[config.mk]
export PLATFORM = sky130hd
export DESIGN_NAME = tfsp_ser_flat
export DESIGN_NICKNAME = d
export VERILOG_FILES = /design/src/hdl/tfsp_pkg.sv /design/src/hdl/tfsp_if.sv /design/src/hdl/tfsp_ser.sv /design/src/flat_wrapper.sv
export SDC_FILE = /design/constraint.sdc
export NUM_CORES = 1
export LEC_CHECK = 0
export BUFFER_PORTS_ARGS = -buffer_cell sky130_fd_sc_hd__buf_2
export CORE_AREA = 2 2 234 236
export CTS_BUF_LIST = sky130_fd_sc_hd__clkbuf_16
export CTS_CLUSTER_SIZE = 30
export DETAILED_ROUTE_END_ITERATION = 10
export DIE_AREA = 0 0 236 238
export PLACE_DENSITY_LB_ADDON = 0.3
export SLEW_MARGIN = 20
export SYNTH_ARGS = -nofsm -noshare
export SYNTH_HDL_FRONTEND = slang
export SYNTH_SLANG_ARGS = --single-unit
export TNS_END_PERCENT = 10
[constraint.sdc]
create_clock -name clk_i -period 14.6 [get_ports clk_i]
set_input_delay 2.92 -clock clk_i [delete_from_list [all_inputs] [get_ports clk_i]]
set_output_delay 2.92 -clock clk_i [all_outputs]
set_load 0.05 [all_outputs]
[src/hdl/tfsp_pkg.sv]
// shared types, constants and register map for the fingertip surface point block
// no dependencies
package tfsp_pkg;

  localparam int NumW  = 61;
  localparam int DenW  = 46;
  localparam int QuotW = 32;
  localparam int CmpW  = DenW + QuotW + 1;

  localparam logic [3:0] AddrMinRange = 4'h0;
  localparam logic [3:0] AddrMaxRange = 4'h4;
  localparam logic [3:0] AddrOffset   = 4'h8;
  localparam logic [3:0] AddrSep      = 4'hC;

  localparam logic [21:0] MinRangeRst = 22'd20000;
  localparam logic [21:0] MaxRangeRst = 22'd2000000;
  localparam logic [15:0] OffsetRst   = 16'd2000;
  localparam logic [16:0] SepRst      = 17'd4000;

  localparam logic [31:0] CurvMax = 32'h7FFF_FFFF;
  localparam logic [31:0] CurvMin = 32'h8000_0000;

  typedef logic signed [24:0] v25_t;

  typedef enum logic [1:0] {
    KindA   = 2'd0,
    KindB   = 2'd1,
    KindSum = 2'd2
  } kind_e;

  typedef enum logic [2:0] {
    PhA   = 3'b001,
    PhB   = 3'b010,
    PhSum = 3'b100
  } phase_e;

  typedef struct packed {
    logic [21:0] min_range;
    logic [21:0] max_range;
    logic [15:0] sensor_offset;
    logic [16:0] sensor_separation;
  } cfg_t;

  typedef struct packed {
    logic signed [15:0] quat_w;
    logic signed [15:0] quat_x;
    logic signed [15:0] quat_y;
    logic signed [15:0] quat_z;
    logic signed [23:0] tip_x;
    logic signed [23:0] tip_y;
    logic signed [23:0] tip_z;
    logic [21:0]        dist_a;
    logic [21:0]        dist_b;
    logic               flag_a;
    logic               flag_b;
  } in_t;

  typedef struct {
    v25_t vec_a [3];
    v25_t vec_b [3];
    v25_t surf_a [3];
    v25_t surf_b [3];
    v25_t beam [3];
    logic ok_a;
    logic ok_b;
    logic cok;
    logic neg;
    logic dz;
  } geo_t;

endpackage

[src/hdl/tfsp_if.sv]


interface tfsp_out_if;
  logic               valid;
  logic               ready;
  logic [1:0]         kind;
  logic signed [24:0] vec_x;
  logic signed [24:0] vec_y;
  logic signed [24:0] vec_z;
  logic signed [24:0] surf_x;
  logic signed [24:0] surf_y;
  logic signed [24:0] surf_z;
  logic               reading_ok;
  logic signed [31:0] curvature;
  logic               curvature_ok;
  logic               last;

  modport source (output valid, kind, vec_x, vec_y, vec_z, surf_x, surf_y, surf_z,
                  reading_ok, curvature, curvature_ok, last, input ready);
  modport sink (input valid, kind, vec_x, vec_y, vec_z, surf_x, surf_y, surf_z,
                reading_ok, curvature, curvature_ok, last, output ready);
endinterface

[src/hdl/tfsp_ser.sv]
// output stage: holds one finished fingertip and sends its three result words
// uses tfsp_pkg and tfsp_out_if
module tfsp_ser (
  input  logic           clk_i,
  input  logic           rst_ni,
  input  logic           valid_i,
  input  tfsp_pkg::geo_t geo_i,
  input  logic [31:0]    curv_i,
  output logic           free_o,
  tfsp_out_if.source     out_o
);
  import tfsp_pkg::*;

  logic        busy_q;
  phase_e      ph_q;
  geo_t        geo_q;
  logic [31:0] curv_q;
  logic        fire, load;

  assign fire   = busy_q && out_o.ready;
  assign free_o = !busy_q || (ph_q == PhSum && out_o.ready);
  assign load   = valid_i && free_o;

  always_ff @(posedge clk_i or negedge rst_ni) begin
    if (!rst_ni) begin
      busy_q <= 1'b0;
      ph_q   <= PhA;
    end else if (load) begin
      busy_q <= 1'b1;
      ph_q   <= PhA;
    end else if (fire) begin
      case (ph_q)
        PhA:     ph_q <= PhB;
        PhB:     ph_q <= PhSum;
        PhSum:   busy_q <= 1'b0;
        default: ph_q <= PhA;
      endcase
    end
  end

  always_ff @(posedge clk_i) begin
    if (load) begin
      geo_q  <= geo_i;
      curv_q <= curv_i;
    end
  end

  assign out_o.valid = busy_q;

  always_comb begin
    out_o.kind         = KindSum;
    out_o.vec_x        = geo_q.beam[0];
    out_o.vec_y        = geo_q.beam[1];
    out_o.vec_z        = geo_q.beam[2];
    out_o.surf_x       = '0;
    out_o.surf_y       = '0;
    out_o.surf_z       = '0;
    out_o.reading_ok   = 1'b0;
    out_o.curvature    = curv_q;
    out_o.curvature_ok = geo_q.cok;
    out_o.last         = 1'b1;
    case (ph_q)
      PhA: begin
        out_o.kind         = KindA;
        out_o.vec_x        = geo_q.vec_a[0];
        out_o.vec_y        = geo_q.vec_a[1];
        out_o.vec_z        = geo_q.vec_a[2];
        out_o.surf_x       = geo_q.surf_a[0];
        out_o.surf_y       = geo_q.surf_a[1];
        out_o.surf_z       = geo_q.surf_a[2];
        out_o.reading_ok   = geo_q.ok_a;
        out_o.curvature    = '0;
        out_o.curvature_ok = 1'b0;
        out_o.last         = 1'b0;
      end
      PhB: begin
        out_o.kind         = KindB;
        out_o.vec_x        = geo_q.vec_b[0];
        out_o.vec_y        = geo_q.vec_b[1];
        out_o.vec_z        = geo_q.vec_b[2];
        out_o.surf_x       = geo_q.surf_b[0];
        out_o.surf_y       = geo_q.surf_b[1];
        out_o.surf_z       = geo_q.surf_b[2];
        out_o.reading_ok   = geo_q.ok_b;
        out_o.curvature    = '0;
        out_o.curvature_ok = 1'b0;
        out_o.last         = 1'b0;
      end
      default: begin
      end
    endcase
  end

endmodule

[src/flat_wrapper.sv]
// flat-port wrapper written by rule: the top's interface ports become plain ports
module tfsp_ser_flat import tfsp_pkg::*;
  (clk_i, rst_ni, valid_i, geo_i, curv_i, free_o, out_o_valid, out_o_kind, out_o_vec_x, out_o_vec_y, out_o_vec_z, out_o_surf_x, out_o_surf_y, out_o_surf_z, out_o_reading_ok, out_o_curvature, out_o_curvature_ok, out_o_last, out_o_ready);
  tfsp_out_if out_o_i ();
  input  logic clk_i;
  input  logic rst_ni;
  input  logic valid_i;
  input  tfsp_pkg::geo_t geo_i;
  input  logic [31:0] curv_i;
  output logic free_o;
  output wire logic [$bits(out_o_i.valid)-1:0] out_o_valid;
  output wire logic [$bits(out_o_i.kind)-1:0] out_o_kind;
  output wire logic [$bits(out_o_i.vec_x)-1:0] out_o_vec_x;
  output wire logic [$bits(out_o_i.vec_y)-1:0] out_o_vec_y;
  output wire logic [$bits(out_o_i.vec_z)-1:0] out_o_vec_z;
  output wire logic [$bits(out_o_i.surf_x)-1:0] out_o_surf_x;
  output wire logic [$bits(out_o_i.surf_y)-1:0] out_o_surf_y;
  output wire logic [$bits(out_o_i.surf_z)-1:0] out_o_surf_z;
  output wire logic [$bits(out_o_i.reading_ok)-1:0] out_o_reading_ok;
  output wire logic [$bits(out_o_i.curvature)-1:0] out_o_curvature;
  output wire logic [$bits(out_o_i.curvature_ok)-1:0] out_o_curvature_ok;
  output wire logic [$bits(out_o_i.last)-1:0] out_o_last;
  input wire logic [$bits(out_o_i.ready)-1:0] out_o_ready;
  assign out_o_valid = out_o_i.valid;
  assign out_o_kind = out_o_i.kind;
  assign out_o_vec_x = out_o_i.vec_x;
  assign out_o_vec_y = out_o_i.vec_y;
  assign out_o_vec_z = out_o_i.vec_z;
  assign out_o_surf_x = out_o_i.surf_x;
  assign out_o_surf_y = out_o_i.surf_y;
  assign out_o_surf_z = out_o_i.surf_z;
  assign out_o_reading_ok = out_o_i.reading_ok;
  assign out_o_curvature = out_o_i.curvature;
  assign out_o_curvature_ok = out_o_i.curvature_ok;
  assign out_o_last = out_o_i.last;
  assign out_o_i.ready = out_o_ready;
  tfsp_ser u_core (.clk_i(clk_i), .rst_ni(rst_ni), .valid_i(valid_i), .geo_i(geo_i), .curv_i(curv_i), .free_o(free_o), .out_o(out_o_i));
endmodule
==> key figures, run 1 <==
Run status
  – Status: finished, final reports clean

CTS
  – Total CTS buffers: 46
  – Cts hold-fix bufs: 0
  – Worst skew pair latency: 550 ps
  – Setup bufs post-CTS: 0
  – CTS clk-pin slew, worst paths: 50 ps
  – Post-CTS sizing: 0
  – Clk sinks: 414
  – Max H-tree Level: 2
  – CTS tree: done
  – Clk buf depth: 3
  – Clk Tree Root Cell: clkbuf_16

Yosys
  – Post-synth EDFFs: 410
  – Ys async rst share: 0.966%
  – Yosys warnings: 0
  – Synth cell count leaders: edfxtp_1 (410), a22oi_1 (151), nor2b_1 (111)
  – Mapped Area: 16700 µm²
  – Syn Nets: 1506
  – Count leader, synth: edfxtp_1
  – Yosys top cell area share: 73.6%
  – Seq/Total Area, Yosys: 74.3%
  – Synthesized flop and latch total: 414
  – Ys flop type: edfxtp_1
  – Avg Cell Area, Syn: 15.3 µm²
  – Synth area leader: edfxtp_1
  – Synth area leaders: edfxtp_1 (74%), a22oi_1 (6.8%), nor2b_1 (4.2%)
  – Cell count after synthesis: 1090
  – Unique masters post-synth: 27

Final layout
  – Design area: 21700 µm²
  – Fin nets: 2084
  – P&R area growth vs syn: 29.6%
  – Share of post-route cells with drive strength above 1: 41.5%
  – Layout fillers: 5064

STA
  – Final critical-path share of the clock period: 46.5%
  – Final worst setup slack: 7810 ps
  – Worst-margin pin slew: 1110 ps
  – Final Critical Period: 6790 ps
  – RSZ-0062 raised after global routing: no
  – Max-Slew Margin vs Limit: 25.8%
  – Fmax: 0.147 GHz
  – Max-slew violation count: 0
  – Setup TNS: 0 ps
  – Clock Skew: 8.43 ps
  – Final Hold Viols: 0
  – Final setup fails: 0

Floorplanning
  – Initial core utilization: 31.3%
  – Die area: 56200 µm²
  – I/O Pins: 605
  – Die extent in y: 238 µm
  – Row cnt: 85
  – Core Area: 53500 µm²
  – Die Width: 236 µm

Critical path
  – Worst Reg-to-Reg Cells: 6
  – Startpoint Class: register
  – WP data required: 11680 ps
  – Type of the worst setup path: reg -> out
  – Bufs and invs on worst path: 2
  – Critical Path AT: 3870 ps
  – CP top delay family: flip-flops
  – Crit-path max FO: 56
  – Critical Path Sink Type: output port
  – CP Cell Sequence: nor2b_4 > buf_4 > o21ba_2 > nor2b_1 > buf_2
  – Slowest cell delay on critical path: 1010 ps
  – R2R Setup Slk: 9850 ps
  – Crit path depth: 5
  – Slowest CP cell: dfstp_4

Power
  – Pleak: 0.00835 µW
  – Max rail drop VDD: 0.144 mV
  – PD cells: 232 nW/µm²

Drt
  – Vias per inst: 4.90
  – Via count: 11785
  – Antenna-violating nets left: 0
  – WL per Instance: 20.5 µm
  – DRT iter0 DRCs: 662
  – DRC violations left: 0
  – Final Routed Wirelength: 49200 µm
  – DRT Pass-1 Iters: 4

Global route
  – Total gr overflow: 0
  – Vias in the first global route: 11969
  – Antenna violations before repair: 22
  – Total GRT Usage: 16.8%
  – Global-route wire length before repair: 72200 µm
  – Largest net degree at the start of global routing: 91

Placed design
  – Placed Instance Area: 20300 µm²
  – Number of buffers added on ports: 602
  – Setup WS pre-CTS: 7670 ps
  – Post-DP HPWL: 32600 µm
  – GPL Wtd Cong: 0.822

Flow run
  – MaxCap Viol Count: 0

Worst hold path
  – Worst hold path depth: 2
  – Hold Path Class: reg -> reg
metal layers:
layer  vias up  wire length (µm)  track usage [%]
met3        95              4800             6.51
li1       5433                 -                -
met5         -               139                0
met2       494             23700             27.1
met1      5741             19200             20.5
met4        22              1300             5.83
final timing paths:
kind	start	endpoint
min reg2reg	u_core.out_o.valid$_DFFE_PN0P_	u_core.ph_q[1]$_DFFE_PN0P_
max in group asynchronous	rst_ni	u_core.ph_q[0]$_DFFE_PN1P_
max	u_core.ph_q[0]$_DFFE_PN1P_	out_o_curvature[26]
min	u_core.out_o.valid$_DFFE_PN0P_	u_core.ph_q[1]$_DFFE_PN0P_
max reg2reg	u_core.ph_q[2]$_DFFE_PN0P_	u_core.geo_q[347]$_DFFE_PP_
min in group asynchronous	rst_ni	u_core.out_o.valid$_DFFE_PN0P_
per-stage QoR:
step | power (µW) | util, % | hold slack, ps | instances
3_5_place_dp | 4030 | 37.9 | 714 | 2315
5_1_grt | 5260 | 40.5 | 786 | 2402
3_3_place_gp | 4020 | 37.9 | 675 | 2315
6_report | 5030 | 40.5 | 731 | 2404
4_1_cts | 5080 | 40.4 | 725 | 2391
2_1_floorplan | 3440 | - | 561 | 1090
final cells by class:
class | instances | area, µm² | share of cell area [%]
clock inverter | 29 | 143 | 0.658
sequential | 414 | 12400 | 57.3
multi-input combinational | 585 | 3870 | 17.8
antenna | 12 | 30.0 | 0.139
tap | 696 | 871 | 4.02
inverter | 2 | 7.51 | 0.0346
timing repair buffer | 619 | 3160 | 14.6
clock buffer | 47 | 1180 | 5.43
sequential cells by signal, indices dropped and copies added (netlist names):
register and cells:
u_core.geo_q 378, u_core.curv_q 32, u_core.ph_q 3, u_core.out_o.valid 1
tightest hold or removal path, delay by kind of cell, from the launching register on:
kind | cells | cell delay, ps
compound gates | 1 | 80
simple gates | 1 | 150
flops | 1 | 450
power by group:
part	internal (µW)	leakage [µW]	switching (µW)
combinational	565	0.00393	1960
clock	579	0.000689	456
sequential	1400	0.00374	72.7
total	2540	0.00835	2490
kinds of logic after synthesis:
kind of cell	count (synthesis)	share of synthesized area, %
buffers and inverters	91	2.81
AOI/OAI and AO/OA	309	13.8
and+or+nand+nor	275	9.08
DFF	414	74.3
muxes	1	0.0599
cells in the final DEF, fill, tap and decap left out, drive strengths merged:
| master | instances |
|---|---|
| a21oi | 1 |
| a221oi | 75 |
| a22oi | 151 |
| a311oi | 1 |
| and2 | 76 |
| buf | 619 |
| clkbuf | 47 |
| clkinv | 15 |
| clkinvlp | 2 |
| dfrtp | 3 |
| dfstp | 1 |
| diode | 12 |
| edfxtp | 410 |
| inv | 14 |
| mux2i | 1 |
| nand2 | 3 |
| nand2b | 5 |
| nand4b | 1 |
| nor2 | 79 |
| nor2b | 111 |
| o21ai | 79 |
| o21ba | 1 |
| o22a | 1 |
No activity file was read; power rests on OpenSTA's default activity.
==> run 2: changes to the inputs <==
==> constraint.sdc (replaced) <==
create_clock -name clk_i -period 5.6 [get_ports clk_i]
set_input_delay 1.12 -clock clk_i [delete_from_list [all_inputs] [get_ports clk_i]]
set_output_delay 1.12 -clock clk_i [all_outputs]
set_load 0.05 [all_outputs]
==> run 2 against run 1 <==
Combinational power rose to 2.6 times the previous value. Cell area is 1.2% higher. Sequential share of layout area is 0.66 points lower. Largest power group unchanged.
==> key figures, run 2 (synthesis results as in run 1) <==
Critical path
  – WP data required: 4480 ps
  – Critical Path AT: 3350 ps
  – R2R Setup Slk: 1880 ps
  – Reg2Reg Capture Point: u_core.geo_q[237]$_DFFE_PP_
  – Worst Reg-to-Reg Cells: 5
  – Type of the worst setup path: reg -> out
  – Startpoint Class: register
  – Crit-path max FO: 39
  – Critical Path Sink Type: output port
  – Reg2reg start: u_core.ph_q[2]$_DFFE_PN0P_

Floorplanning
  – Die extent in y: 238 µm
  – Die area: 56200 µm²
  – Die Width: 236 µm
  – Row cnt: 85
  – Initial core utilization: 31.3%
  – I/O Pins: 605
  – Core Area: 53500 µm²

Global route
  – Total GRT Usage: 17.0%
  – Antenna violations before repair: 24
  – Total gr overflow: 0
  – Global-route wire length before repair: 72700 µm
  – Vias in the first global route: 11831
  – Largest net degree at the start of global routing: 102

Drt
  – DRC violations left: 0
  – DRT iter0 DRCs: 805
  – Final Routed Wirelength: 49800 µm
  – Via count: 11846
  – Antenna-violating nets left: 0
  – Met1 wire length: 19300 µm
  – Vias per inst: 4.91
  – WL per Instance: 20.6 µm
  – WL met3: 4640 µm
  – WL met2: 24300 µm
  – DRT Pass-1 Iters: 5
  – Highest metal used: met5

STA
  – Fmax: 0.224 GHz
  – Max-Slew Margin vs Limit: 33.2%
  – Max-slew violation count: 0
  – RSZ-0062 raised after global routing: no
  – Setup TNS: 0 ps
  – Final critical-path share of the clock period: 79.8%
  – Clock Skew: 22.5 ps
  – Final setup fails: 0
  – Final Hold Viols: 0
  – Worst-margin pin slew: 1000 ps
  – Final Critical Period: 4470 ps

CTS
  – CTS clk-pin slew, worst paths: 70 ps
  – CTS tree: done
  – Worst skew pair latency: 570 ps
  – Total CTS buffers: 45
  – Clk sinks: 414
  – Post-CTS sizing: 0
  – Setup bufs post-CTS: 0
  – Max H-tree Level: 2
  – Clk Tree Root Cell: clkbuf_16
  – Clk buf depth: 3
  – Cts hold-fix bufs: 0

Placed design
  – Placed Cells incl. Taps: 2320
  – GPL Wtd Cong: 0.857
  – Placed Instance Area: 20500 µm²
  – Number of buffers added on ports: 602
  – Post-DP HPWL: 34200 µm

Run status
  – Status: finished, final reports clean

Flow run
  – MaxCap Viol Count: 0

Final layout
  – Max FFs per register: 378
  – Reg with most FFs: u_core.geo_q
  – Share of post-route cells with drive strength above 1: 41.8%
  – Non-filler cells, final: 2414
  – Most common cell after layout, fill and taps aside: buf_2
  – Design area: 21900 µm²
  – P&R area growth vs syn: 31.2%
  – Largest regs: u_core.geo_q: 378 flops, u_core.curv_q: 32 flops, u_core.ph_q: 3 flops
  – Most frequent cells in the layout: buf_2 (602), edfxtp_1 (410), a22oi_1 (151)
  – Fin nets: 2087

Power
  – Pleak: 0.00844 µW
  – PD cells: 609 nW/µm²
  – Max rail drop VDD: 0.414 mV

Worst hold path
  – Hold Path Class: in -> async
==> run 2: where the power goes <==
group / leakage (µW) / switching [µW] / internal (µW)
logic: 0.00398 / 5120 / 1530
registers: 0.00374 / 175 / 3640
clock network: 0.000726 / 1220 / 1650
total: 0.00844 / 6520 / 6830
==> run 2: critical path: stages (launching register included) <==
cell and delay (ps):
dfstp_4 940, nor2b_4 730, o21ba_2 690, nor2b_1 150, buf_2 250
==> run 2: stage by stage <==
| step | hold WS (ps) | util (%) | setup WS, ps | total power [µW] |
|---|---|---|---|---|
| after global routing | 311 | 41.0 | 844 | 14000 |
| after detailed placement | 702 | 38.3 | 1610 | 10600 |
| after floorplan | 561 | - | 193 | 8890 |
| after global placement | 685 | 38.3 | 1620 | 10600 |
| final | 341 | 41.0 | 1130 | 13400 |
| after CTS | 291 | 40.9 | 968 | 13500 |
==> run 2: final cells by class <==
cell class | instances | area [µm²]
Antenna cell | 13 | 32.5
Clock buffer | 45 | 1130
Clock inverter | 36 | 293
Fill cell | 5004 | 31600
Inverter | 2 | 7.51
Multi-Input combinational cell | 585 | 3870
Sequential cell | 414 | 12400
Tap cell | 696 | 871
Timing Repair Buffer | 623 | 3310
==> run 2: per-layer routing <==
layer  GRT usage (%)  up-vias
met5               0        -
met1            20.6     5786
met4            6.60       20
met3            5.71       94
met2            27.9      501
li1                -     5445
==> run 2: how the worst max path moves through the flow <==
stage	startpoint	end	slack, ps	depth (start not counted)
2_1_floorplan	out_o_ready	u_core.curv_q[0]$_DFFE_PP_	190	3
5_1_grt	u_core.ph_q[0]$_DFFE_PN1P_	out_o_last	840	4
3_3_place_gp	u_core.ph_q[0]$_DFFE_PN1P_	out_o_curvature[25]	1620	4
3_5_place_dp	u_core.ph_q[0]$_DFFE_PN1P_	out_o_curvature[25]	1610	4
4_1_cts	u_core.ph_q[0]$_DFFE_PN1P_	out_o_curvature[25]	970	4
6_report	u_core.ph_q[0]$_DFFE_PN1P_	out_o_curvature[25]	1130	4
